## config.mk

```make
export PLATFORM = sky130hd
export DESIGN_NAME = serial_frame_receiver
export DESIGN_NICKNAME = d
export VERILOG_FILES = /design/src/rtl/sfr_pkg.sv /design/src/rtl/sfr_cfg_regs.sv /design/src/rtl/serial_frame_receiver.sv
export SDC_FILE = /design/constraint.sdc
export NUM_CORES = 1
export LEC_CHECK = 0
export BUFFER_PORTS_ARGS = -buffer_cell sky130_fd_sc_hd__buf_2
export CAP_MARGIN = 10
export CORE_ASPECT_RATIO = 0.5
export CORE_MARGIN = 5
export CORE_UTILIZATION = 35
export CTS_CLUSTER_DIAMETER = 30
export DETAILED_ROUTE_END_ITERATION = 16
export PLACE_DENSITY = 0.54
export SKIP_LAST_GASP = 1
export SYNTH_ARGS = -nofsm -noshare
export SYNTH_HDL_FRONTEND = slang
export SYNTH_SLANG_ARGS = --single-unit
```

## constraint.sdc

```tcl
create_clock -name i_clk -period 5.9 [get_ports i_clk]
set_clock_uncertainty 0.15 [all_clocks]
set_input_delay 0.295 -clock i_clk [delete_from_list [all_inputs] [get_ports i_clk]]
set_output_delay 0.295 -clock i_clk [all_outputs]
set_load 0.01 [all_outputs]
```

## src/rtl/sfr_pkg.sv

```systemverilog
`default_nettype none
// ----------------------------------------------------------------------------
// sfr_pkg
// Types and constants shared by the serial frame receiver modules.
// ----------------------------------------------------------------------------
package sfr_pkg;

    // field widths
    localparam int POS_W  = 6;
    localparam int BYTE_W = 8;
    localparam int STAT_W = 3;

    // header byte value
    localparam logic [BYTE_W-1:0] HDR_BYTE = 8'hFF;

    // highest block number that can be enabled in the accept mask
    localparam logic [BYTE_W-1:0] BLK_MAX = 8'd7;

    // register map
    localparam int CFG_ADDR_W = 3;
    localparam int CFG_DATA_W = 32;
    localparam logic [0:0] REG_ACCEPT_MASK = 1'b0;
    localparam logic [BYTE_W-1:0] ACCEPT_MASK_RST = 8'd58;

    // result status codes
    localparam logic [STAT_W-1:0] ST_HDR_OK   = 3'd0;
    localparam logic [STAT_W-1:0] ST_RESYNC   = 3'd1;
    localparam logic [STAT_W-1:0] ST_PAYLOAD  = 3'd2;
    localparam logic [STAT_W-1:0] ST_EMIT     = 3'd3;
    localparam logic [STAT_W-1:0] ST_CK_BAD   = 3'd4;
    localparam logic [STAT_W-1:0] ST_REJECT   = 3'd5;
    localparam logic [STAT_W-1:0] ST_LINE_ERR = 3'd6;

    // input command codes
    localparam logic CMD_BYTE     = 1'b0;
    localparam logic CMD_LINE_ERR = 1'b1;

    // input request
    typedef struct packed {
        logic              command;
        logic [BYTE_W-1:0] rx_byte;
    } t_rx_req;

    // result
    typedef struct packed {
        logic [STAT_W-1:0] status;
        logic [BYTE_W-1:0] frame_byte;
        logic [POS_W-1:0]  byte_position;
        logic [BYTE_W-1:0] block_number;
        logic              last;
    } t_rx_res;

endpackage
`default_nettype wire

```

## src/rtl/sfr_cfg_regs.sv

```systemverilog
`default_nettype none
// ----------------------------------------------------------------------------
// sfr_cfg_regs
// APB-style register port holding the block accept mask.
// ----------------------------------------------------------------------------
module sfr_cfg_regs
    import sfr_pkg::*;
(
    input  wire logic                  i_clk,
    input  wire logic                  i_rst_n,
    input  wire logic                  psel,
    input  wire logic                  penable,
    input  wire logic                  pwrite,
    input  wire logic [CFG_ADDR_W-1:0] paddr,
    input  wire logic [CFG_DATA_W-1:0] pwdata,
    output logic      [CFG_DATA_W-1:0] prdata,
    output logic                       pready,
    output logic      [BYTE_W-1:0]     o_accept_mask
);

    logic [BYTE_W-1:0] r_mask;
    logic              wr_en;
    logic              sel_mask;

    // word index decode, byte offset ignored
    assign sel_mask = (paddr[CFG_ADDR_W-1:2] == REG_ACCEPT_MASK);
    assign pready   = 1'b1;
    assign wr_en    = psel & penable & pwrite & pready;

    always_ff @(posedge i_clk) begin
        if (!i_rst_n) begin
            r_mask <= ACCEPT_MASK_RST;
        end else if (wr_en && sel_mask) begin
            r_mask <= pwdata[BYTE_W-1:0];
        end
    end

    // read back
    always_comb begin
        prdata = '0;
        if (sel_mask) begin
            prdata = {{(CFG_DATA_W-BYTE_W){1'b0}}, r_mask};
        end
    end

    assign o_accept_mask = r_mask;

endmodule
`default_nettype wire

```

## src/rtl/serial_frame_receiver.sv

```systemverilog
`default_nettype none
// ----------------------------------------------------------------------------
// serial_frame_receiver
// Header, payload, checksum and block check of a fixed frame, with the frame kept in
// a one-port-write, one-port-read memory and replayed when accepted.
// ----------------------------------------------------------------------------
// Results: a result is registered in the cycle after each accepted request,
//   but a checksum byte that passes gives none and starts the replay instead.
// Throughput: one request per cycle while no frame is replayed and the output
//   is not stalled; a good frame replays FRAME_TOP+1 bytes, each read from the
//   memory in S_RD, then loaded into the output in S_OUT, held by output stalls.
// Reset: position set to the frame top; sum, state and output valid cleared;
//   the frame memory is not cleared, every entry is written within a frame
//   before it is read.
// ----------------------------------------------------------------------------
module serial_frame_receiver
    import sfr_pkg::*;
#(
    parameter int FRAME_TOP = 40
) (
    input  wire logic                  i_clk,
    input  wire logic                  i_rst_n,
    // input requests
    input  wire logic                  i_in_valid,
    output logic                       o_in_ready,
    input  wire t_rx_req               i_in_data,
    // results
    output logic                       o_out_valid,
    input  wire logic                  i_out_ready,
    output t_rx_res                    o_out_data,
    // configuration
    input  wire logic                  psel,
    input  wire logic                  penable,
    input  wire logic                  pwrite,
    input  wire logic [CFG_ADDR_W-1:0] paddr,
    input  wire logic [CFG_DATA_W-1:0] pwdata,
    output logic      [CFG_DATA_W-1:0] prdata,
    output logic                       pready
);

    localparam int IDX_W = $clog2(FRAME_TOP + 1);
    localparam logic [POS_W-1:0] P_TOP  = POS_W'(FRAME_TOP);
    localparam logic [POS_W-1:0] P_TOP1 = POS_W'(FRAME_TOP - 1);
    localparam logic [POS_W-1:0] P_BLK  = POS_W'(FRAME_TOP - 2);

    // sequencer states
    localparam logic [1:0] S_IDLE = 2'd0;
    localparam logic [1:0] S_RD   = 2'd1;
    localparam logic [1:0] S_OUT  = 2'd2;

    logic [BYTE_W-1:0] accept_mask;

    logic [1:0]        r_state, n_state;
    logic [POS_W-1:0]  r_pos, n_pos;
    logic [BYTE_W-1:0] r_sum, n_sum;
    logic [BYTE_W-1:0] r_blk, n_blk;
    logic [POS_W-1:0]  r_emit_pos, n_emit_pos;
    logic              r_out_valid, n_out_valid;
    t_rx_res           r_out, n_out;
    logic [BYTE_W-1:0] r_rd_data;

    logic [BYTE_W-1:0] mem [0:FRAME_TOP];

    logic              out_free;
    logic              in_acc;
    logic              emit_load;
    logic              mem_we;
    logic              blk_ok;
    logic              frame_pass;
    t_rx_res           in_res;

    sfr_cfg_regs u_cfg (
        .i_clk         (i_clk),
        .i_rst_n       (i_rst_n),
        .psel          (psel),
        .penable       (penable),
        .pwrite        (pwrite),
        .paddr         (paddr),
        .pwdata        (pwdata),
        .prdata        (prdata),
        .pready        (pready),
        .o_accept_mask (accept_mask)
    );

    // handshake
    assign out_free   = !r_out_valid || i_out_ready;
    assign o_in_ready = (r_state == S_IDLE) && out_free;
    assign in_acc     = i_in_valid && o_in_ready;
    assign emit_load  = (r_state == S_OUT) && out_free;
    assign mem_we     = in_acc && (i_in_data.command == CMD_BYTE);

    // block number check against the mask
    assign blk_ok = (r_blk <= BLK_MAX) && accept_mask[r_blk[2:0]];

    // frame memory: write on every received byte, read during replay
    always_ff @(posedge i_clk) begin
        if (mem_we) begin
            mem[r_pos[IDX_W-1:0]] <= i_in_data.rx_byte;
        end
        if (r_state == S_RD) begin
            r_rd_data <= mem[r_emit_pos[IDX_W-1:0]];
        end
    end

    // result of one received request
    always_comb begin
        in_res               = '0;
        in_res.byte_position = r_pos;
        in_res.last          = 1'b1;
        frame_pass           = 1'b0;
        n_pos                = r_pos;
        n_sum                = r_sum;
        n_blk                = r_blk;
        if (i_in_data.command == CMD_LINE_ERR) begin
            in_res.status = ST_LINE_ERR;
            n_pos         = P_TOP;
        end else if (r_pos == P_TOP) begin
            if (i_in_data.rx_byte == HDR_BYTE) begin
                in_res.status = ST_HDR_OK;
                n_pos         = P_TOP1;
            end else begin
                in_res.status = ST_RESYNC;
            end
        end else if (r_pos == P_TOP1) begin
            if (i_in_data.rx_byte == HDR_BYTE) begin
                in_res.status = ST_HDR_OK;
                n_pos         = P_BLK;
                n_sum         = '0;
            end else begin
                in_res.status = ST_RESYNC;
                n_pos         = P_TOP;
            end
        end else if (r_pos != '0) begin
            in_res.status = ST_PAYLOAD;
            n_pos         = r_pos - POS_W'(1);
            n_sum         = r_sum + i_in_data.rx_byte;
            if (r_pos == P_BLK) begin
                n_blk = i_in_data.rx_byte;
            end
        end else begin
            // checksum byte
            n_pos               = P_TOP;
            in_res.block_number = r_blk;
            if (r_sum != i_in_data.rx_byte) begin
                in_res.status = ST_CK_BAD;
            end else if (!blk_ok) begin
                in_res.status = ST_REJECT;
            end else begin
                in_res.status = ST_EMIT;
                frame_pass    = 1'b1;
            end
        end
    end

    // sequencer and output register
    always_comb begin
        n_state     = r_state;
        n_emit_pos  = r_emit_pos;
        n_out       = r_out;
        n_out_valid = r_out_valid && !i_out_ready;
        unique case (r_state)
            S_IDLE: begin
                if (in_acc) begin
                    if (frame_pass) begin
                        n_state    = S_RD;
                        n_emit_pos = P_TOP;
                    end else begin
                        n_out       = in_res;
                        n_out_valid = 1'b1;
                    end
                end
            end
            S_RD: begin
                n_state = S_OUT;
            end
            S_OUT: begin
                if (emit_load) begin
                    n_out.status        = ST_EMIT;
                    n_out.frame_byte    = r_rd_data;
                    n_out.byte_position = r_emit_pos;
                    n_out.block_number  = r_blk;
                    n_out.last          = (r_emit_pos == '0);
                    n_out_valid         = 1'b1;
                    if (r_emit_pos == '0) begin
                        n_state = S_IDLE;
                    end else begin
                        n_state    = S_RD;
                        n_emit_pos = r_emit_pos - POS_W'(1);
                    end
                end
            end
            default: begin
                n_state = S_IDLE;
            end
        endcase
    end

    // control registers
    always_ff @(posedge i_clk) begin
        if (!i_rst_n) begin
            r_state     <= S_IDLE;
            r_pos       <= P_TOP;
            r_sum       <= '0;
            r_out_valid <= 1'b0;
            r_emit_pos  <= P_TOP;
        end else begin
            r_state     <= n_state;
            r_out_valid <= n_out_valid;
            r_emit_pos  <= n_emit_pos;
            if (in_acc) begin
                r_pos <= n_pos;
                r_sum <= n_sum;
            end
        end
    end

    // payload registers
    always_ff @(posedge i_clk) begin
        r_out <= n_out;
        if (in_acc) begin
            r_blk <= n_blk;
        end
    end

    assign o_out_valid = r_out_valid;
    assign o_out_data  = r_out;

    // position never leaves the frame
    a_pos_range: assert property (@(posedge i_clk) disable iff (!i_rst_n)
        r_pos <= P_TOP)
        else $error("receive position beyond frame top");

    // only replayed bytes may come without the last flag
    a_last_emit: assert property (@(posedge i_clk) disable iff (!i_rst_n)
        (o_out_valid && !o_out_data.last) |-> (o_out_data.status == ST_EMIT))
        else $error("non-last result outside frame replay");

    // the final replayed byte carries the last flag
    a_final_last: assert property (@(posedge i_clk) disable iff (!i_rst_n)
        (emit_load && (r_emit_pos == '0)) |=> (o_out_valid && o_out_data.last))
        else $error("frame replay ended without last flag");

    // no new request is taken in the replay read state
    a_no_req_replay: assert property (@(posedge i_clk) disable iff (!i_rst_n)
        (r_state == S_RD) |-> !in_acc)
        else $error("request accepted during frame replay");

endmodule
`default_nettype wire

```

# Word-level counts from Yosys, hierarchy flattened
# Memories as Yosys holds them, arrays and structs flattened. A register that Yosys moved wholly into a read port is not among the register bits.
# Index checks and enable logic that the tools add are counted.
# Widths: inputs -> output; s select.
[totals] reg_bits=65 latchBits=0 mem_bits_rw=328 romBits=0 input_bits=51 output_inout_bits=61 wordCells=108 mem_count=1
[mem_list] name="mem" words=41 width=8 rd=1 rd_clocked_by_memory_dff=1 wr=1 line="serial_frame_receiver.sv:62" source="logic [BYTE_W-1:0] mem [0:FRAME_TOP];"
[op_classes] add_sub_neg=3 n_mul=0 n_div=0 n_lt_le_gt_ge=2 eq_ne=14 n_shift=0 muxes=49 n_bitwise=6 reduce_logical=21
[op_table] op="$mux 26" n=3
[op_table] op="$mux 8" n=8
[op_table] op="$mux 6" n=9
[op_table] op="$pmux 26 s2" n=1
[op_table] op="$eq 6x6->1 const B" n=3
[op_table] op="$mux 3" n=6
[op_table] op="$mux 1" n=14
[op_table] op="$ne 2x2->1 const B" n=6
[op_table] op="$pmux 6 s2" n=1
[op_table] op="$sub 6x1->6 const B" n=2
[op_table] op="$reduce_and 5->1" n=2
[op_table] op="$add 8x8->8" n=1
[op_table] op="$eq 8x8->1 const B" n=1
[op_table] op="$le 8x3->1 const B" n=1
[op_table] op="$ne 8x8->1" n=1
[op_table] op="$logic_and 1x1->1" n=7
[op_table] op="$logic_not 6->1" n=1
[op_table] op="$mux 2" n=3
[op_table] op="$pmux 2 s3" n=1
[op_table] op="$reduce_and 6->1" n=1
[op_table] op="$reduce_bool 6->1" n=1
[op_table] op="$lt 3x4->1 const B" n=1
[op_table] op="$mux 4" n=1
[op_table] op="$not 1->1" n=4
[op_table] op="13 further kinds" n=16

# Depth between registers and ports, before layout
[logic_depth] ltp_word=12 ltp_mapped=9

# Cells and area by module
# From an unflattened synthesis, not the netlist that was laid out.
[unflattened] hier_cells=968 hier_area_um2=16512.1
[modules_own_cells] mod="serial_frame_receiver" instances=1 cells_each=898 area_each_um2=15901.5
[modules_own_cells] mod="sfr_cfg_regs" instances=1 cells_each=70 area_each_um2=610.6

# Least setup slack after synthesis
# Ideal clock, no wire load.
[synth_path] path_type="register to register" start="register r_blk[0]" end="register r_out (netlist bit o_out_data[0]) (enable)" t_arrival_ps=3181 required_ps=5308 slack_ps=2128 path_stages_with_launch=6 cell_sequence="edfxtp_1 > mux4_2 > o211ai_1 > nand4bb_4 > a21oi_1 > nor3_1"
[synth_via] elab_chain_cells=11 word_cells_on_any_way=12 cone_classes="order compare: 1; eq/ne: 1; mux: 8; reduce/logical: 2"
[synth_lines] element="from (decl)" line="serial_frame_receiver.sv:56" source="logic [BYTE_W-1:0] r_blk, n_blk;"
[synth_lines] element="from (signal assigned)" line="serial_frame_receiver.sv:221" source="r_blk <= n_blk;"
[synth_lines] element="parallel branches: the longest is 2 deep, another holds $le 8x3->1"
[synth_lines] element="$logic_and 1x1->1 (*)" line="serial_frame_receiver.sv:93" source="assign blk_ok = (r_blk <= BLK_MAX) && accept_mask[r_blk[2:0]];"
[synth_lines] element="$mux 1 (*)" line="serial_frame_receiver.sv:146" source="end else if (!blk_ok) begin"
[synth_lines] element="$mux 1 (*)" line="serial_frame_receiver.sv:144" source="if (r_sum != i_in_data.rx_byte) begin"
[synth_lines] element="$mux 1 (*)" line="serial_frame_receiver.sv:133" source="end else if (r_pos != '0) begin"
[synth_lines] element="$mux 1 (*)" line="serial_frame_receiver.sv:124" source="end else if (r_pos == P_TOP1) begin"
[synth_lines] element="$mux 1 (*)" line="serial_frame_receiver.sv:117" source="end else if (r_pos == P_TOP) begin"
[synth_lines] element="$mux 1 (*)" line="serial_frame_receiver.sv:114" source="if (i_in_data.command == CMD_LINE_ERR) begin"
[synth_lines] element="$ne 2x2->1 (no source line) (*)"
[synth_lines] element="$reduce_and 4->1 (no source line) (*)"
[synth_lines] element="to (signal assigned)" line="serial_frame_receiver.sv:219" source="r_out <= n_out;"
[synth_lines] element="to (decl)" line="serial_frame_receiver.sv:59" source="t_rx_res r_out, n_out;"
# Mark *: on every way between the ends. The select of a mux whose other input is x is not followed.
# A chain may end at the register's enable or synchronous reset.

==> results_dict.tcl <==
set metrics [dict create \
    synthArstFlopShare_pct 0 \
    cp_cell_sequence "buf_4 > mux4_2 > a22oi_1 > a21oi_1 > o31a_1" \
    antenna_found_initial 0 \
    ant_nets 0 \
    numCtsBuffers 60 \
    synth_area_um2 16500 \
    ys_ff_latch 401 \
    yosysWarnings 0 \
    grt_start_max_net_pins 48 \
    critPathTopFamily "compound AO/OA/AOI/OAI gates" \
    drv_cap 0 \
    critical_path_class "reg -> reg" \
    synth_edf_count 370 \
    ctsResizeCount 0 \
    worst-path-buf-inv 1 \
    globalplace.congestion 0.830 \
    cts-root-buf "clkbuf_16" \
    rsz0062_at_grt "false" \
    crit_path_max_fanout 39 \
    start_util_pct 35.3 \
    hp-class "in -> reg" \
    ys.flop_type "edfxtp_1" \
    outcome "completed" \
    area_growth_pct 18.8 \
    clk_pin_slew_worst_paths_ns 0.06 \
    cts.sinks 401 \
    slew_headroom_pct 31.4 \
    core_um2 46700 \
    wire_per_inst_um 22.5 \
    hold_violations 0 \
    startpoint_type "register" \
    cp-end-kind "register" \
    layout-drive-gt1-share_pct 24.3 \
    whs_endpoint "o_out_data[24]" \
    netlist_instances 973 \
    setup_viol_count_final 0 \
    crit_path_top_delay_cell "dfxtp_4" \
    grt_pass1_wl_um 59000 \
    fmax_ghz 0.301 \
    routed_wl_um 39500 \
    diodes 0 \
    first_global_vias 9316 \
    first_pass_iters 5 \
    dieHeight_um 164 \
    setup_tns_ns 0 \
    hp-start "i_in_data[8]" \
    netlist.area_leader.share_pct 67.3 \
    nNetsFinal 1138 \
    finalCriticalPeriod_ns 3.32 \
    vias 9182 \
    clockBufferDepth 3 \
    route.detailed.drc 0 \
    seq_area_frac_synth_pct 71.1 \
    power.density_nw_per_um2 352 \
    yosys.area.top_type "edfxtp_1" \
    rr_endpoint "r_rd_data[3]" \
    tightestPinTransition_ns 1.02 \
    holdWs_ns 0.0463 \
    synth.avg_cell_area_um2 17.0 \
    dieWidth_um 317 \
    h-tree-depth 2 \
    clk_latency_ns 0.57 \
    cts_tree "built" \
    grt_overflow_total 0 \
    rr_startpoint "r_emit_pos[0]" \
    maxSlewViolCount 0 \
    synth.distinct_cells 66 \
    port_buffers 60 \
    viasPerCell 5.22 \
    grt_usage_pct 15.3 \
    die-area_um2 51800 \
    hpwlAfterDp_um 24900 \
    critPathArrivalTime_ns 3.49 \
    drt_iter0_drc 713 \
    p_leak_nw 6.29 \
    fill_cells 4193 \
    synth.area.top_cells "edfxtp_1 (67%), mux4_2 (11%), dfxtp_1 (3.8%), nor2_1 (1.4%), nand2_1 (1.4%)" \
    reg2reg_depth 5 \
    worstPathRequired_ns 6.08 \
    crit_path_max_incr_delay_ns 0.88 \
    rows 56 \
    ir_drop_mv 0.242 \
    rrSetupSlack_ns 2.58 \
    finalPower_w 0.00690 \
    whs_path_depth 2 \
    min_period_over_period_pct 56.3 \
    io_pins 112 \
]
==> stage by stage <==
stage | cells | util, % | area, µm² | setup WS [ns]
floorplan | 996 | - | 16600 | 2.13
detailed placement | 1636 | 37.3 | 17400 | 2.35
CTS | 1760 | 41.9 | 19600 | 2.50
global route | 1760 | 41.9 | 19600 | 2.37
finish | 1760 | 41.9 | 19600 | 2.58
global placement | 1636 | 37.3 | 17400 | 2.43
==> sequential cells by signal, indices dropped and copies added, names as in the netlist <==
name	count
r_rd_data	8
r_blk	8
r_pos	6
r_sum	8
o_out_valid	1
mem	328
u_cfg.o_accept_mask	8
r_emit_pos	6
r_state	2
o_out_data	26
==> power breakdown <==
| group | leakage, nW | internal [W] | switching, W | total [W] |
|---|---|---|---|---|
| Combinational | 1.73 | 0.0000686 | 0.000157 | 0.000226 |
| Clock | 0.968 | 0.00223 | 0.00129 | 0.00353 |
| Sequential | 3.60 | 0.00313 | 0.0000176 | 0.00315 |
| Total | 6.29 | 0.00543 | 0.00147 | 0.00690 |
==> cell families (layout without fill, tap and decap cells) <==
family | count (synthesis) | in the layout | share of synthesized area (%)
simple gates | 241 | 241 | 7.61
xor+xnor | 4 | 4 | 0.212
other cells | 2 | 25 | 0.0455
flops | 401 | 401 | 71.1
mux | 92 | 92 | 11.8
fa+ha+maj | 14 | 14 | 1.11
compound gates | 127 | 127 | 5.38
buf+inv | 92 | 218 | 2.75
==> cell usage in the layout (no fill, tap or decap), drive strengths merged, types with 3 or more instances in the layout <==
cell and n:
nand3 16, clkinvlp 11, o311ai 6, clkinv 19, ha 13, o22ai 11
clkbuf 69, nand4 6, mux4 82, inv 25, and2 11, a22oi 23
nand2 60, nand2b 6, nor3 16, edfxtp 370, buf 75, o31a 8
conb 25, o21ai 11, xor2 3, bufinv 6, or3 10, nor4 6
or4 4, dlygate4sd3 13, o2111ai 5, nor2 63, mux2i 10, nand3b 5
dfxtp 31, o211ai 12, nor2b 25, a21oi 31
==> layer usage <==
metal  share of wire, %  GRT usage [%]  wire [µm]
met5                  0              0          0
met1                 43           21.1      17100
met4                2.6           4.49       1030
met3                8.0           3.97       3150
met2                 46           24.1      18300
==> worst register-to-register path: cells and delay by family, from the launching register on <==
kind / cells / cell delay (ns)
flops: 1 / 0.88
buf+inv: 1 / 0.57
mux: 1 / 0.58
compound gates: 3 / 0.91
==> what timing repair did <==
action                     4_1_cts  5_1_grt
setup buffers                    0        0
hold endpoints to repair         9        0
setup endpoints to repair        0        0
hold buffers                    13        0
==> final cells by class <==
type | count | area [µm²] | share of cell area (%)
multi-input cells | 503 | 4410 | 22.5
inverters | 19 | 71.3 | 0.364
clock buffers | 69 | 1610 | 8.21
flip-flops and latches | 401 | 11700 | 59.9
clock inverters | 42 | 434 | 2.21
well taps | 638 | 798 | 4.07
repair buffers | 88 | 543 | 2.77
==> how the worst max path moves through the flow <==
stage / from / endpoint / slack, ns / cells past startpoint
after floorplan: r_blk[0] / o_out_data[0] / 2.13 / 5
after global placement: i_in_data[3] / o_out_data[19] / 2.43 / 9
after detailed placement: i_in_data[3] / o_out_data[22] / 2.35 / 9
after CTS: r_emit_pos[0] / r_rd_data[3] / 2.50 / 5
after global routing: r_emit_pos[0] / r_rd_data[3] / 2.37 / 5
final: r_emit_pos[0] / r_rd_data[3] / 2.58 / 5
==> synth_stat cells, types with 3 or more instances <==
library cell  instances
o2111ai_1             5
nand3_1              16
buf_4                25
mux2i_1              10
nand3b_1              5
nand2b_1              6
nor3_1               16
a22oi_1              23
dfxtp_1              31
mux4_2               82
o21ai_0              10
nor2_1               63
xor2_1                3
nand2_1              60
ha_1                 13
clkbuf_1             34
nand4_1               6
or3_1                10
and2_1               11
nor4_1                4
or4_1                 3
o311ai_0              6
a21oi_1              30
inv_1                17
o22ai_1              11
edfxtp_1            370
buf_2                12
nor2b_1              25
o31a_1                8
o211ai_1             12
(Power assumes the default switching activity.)
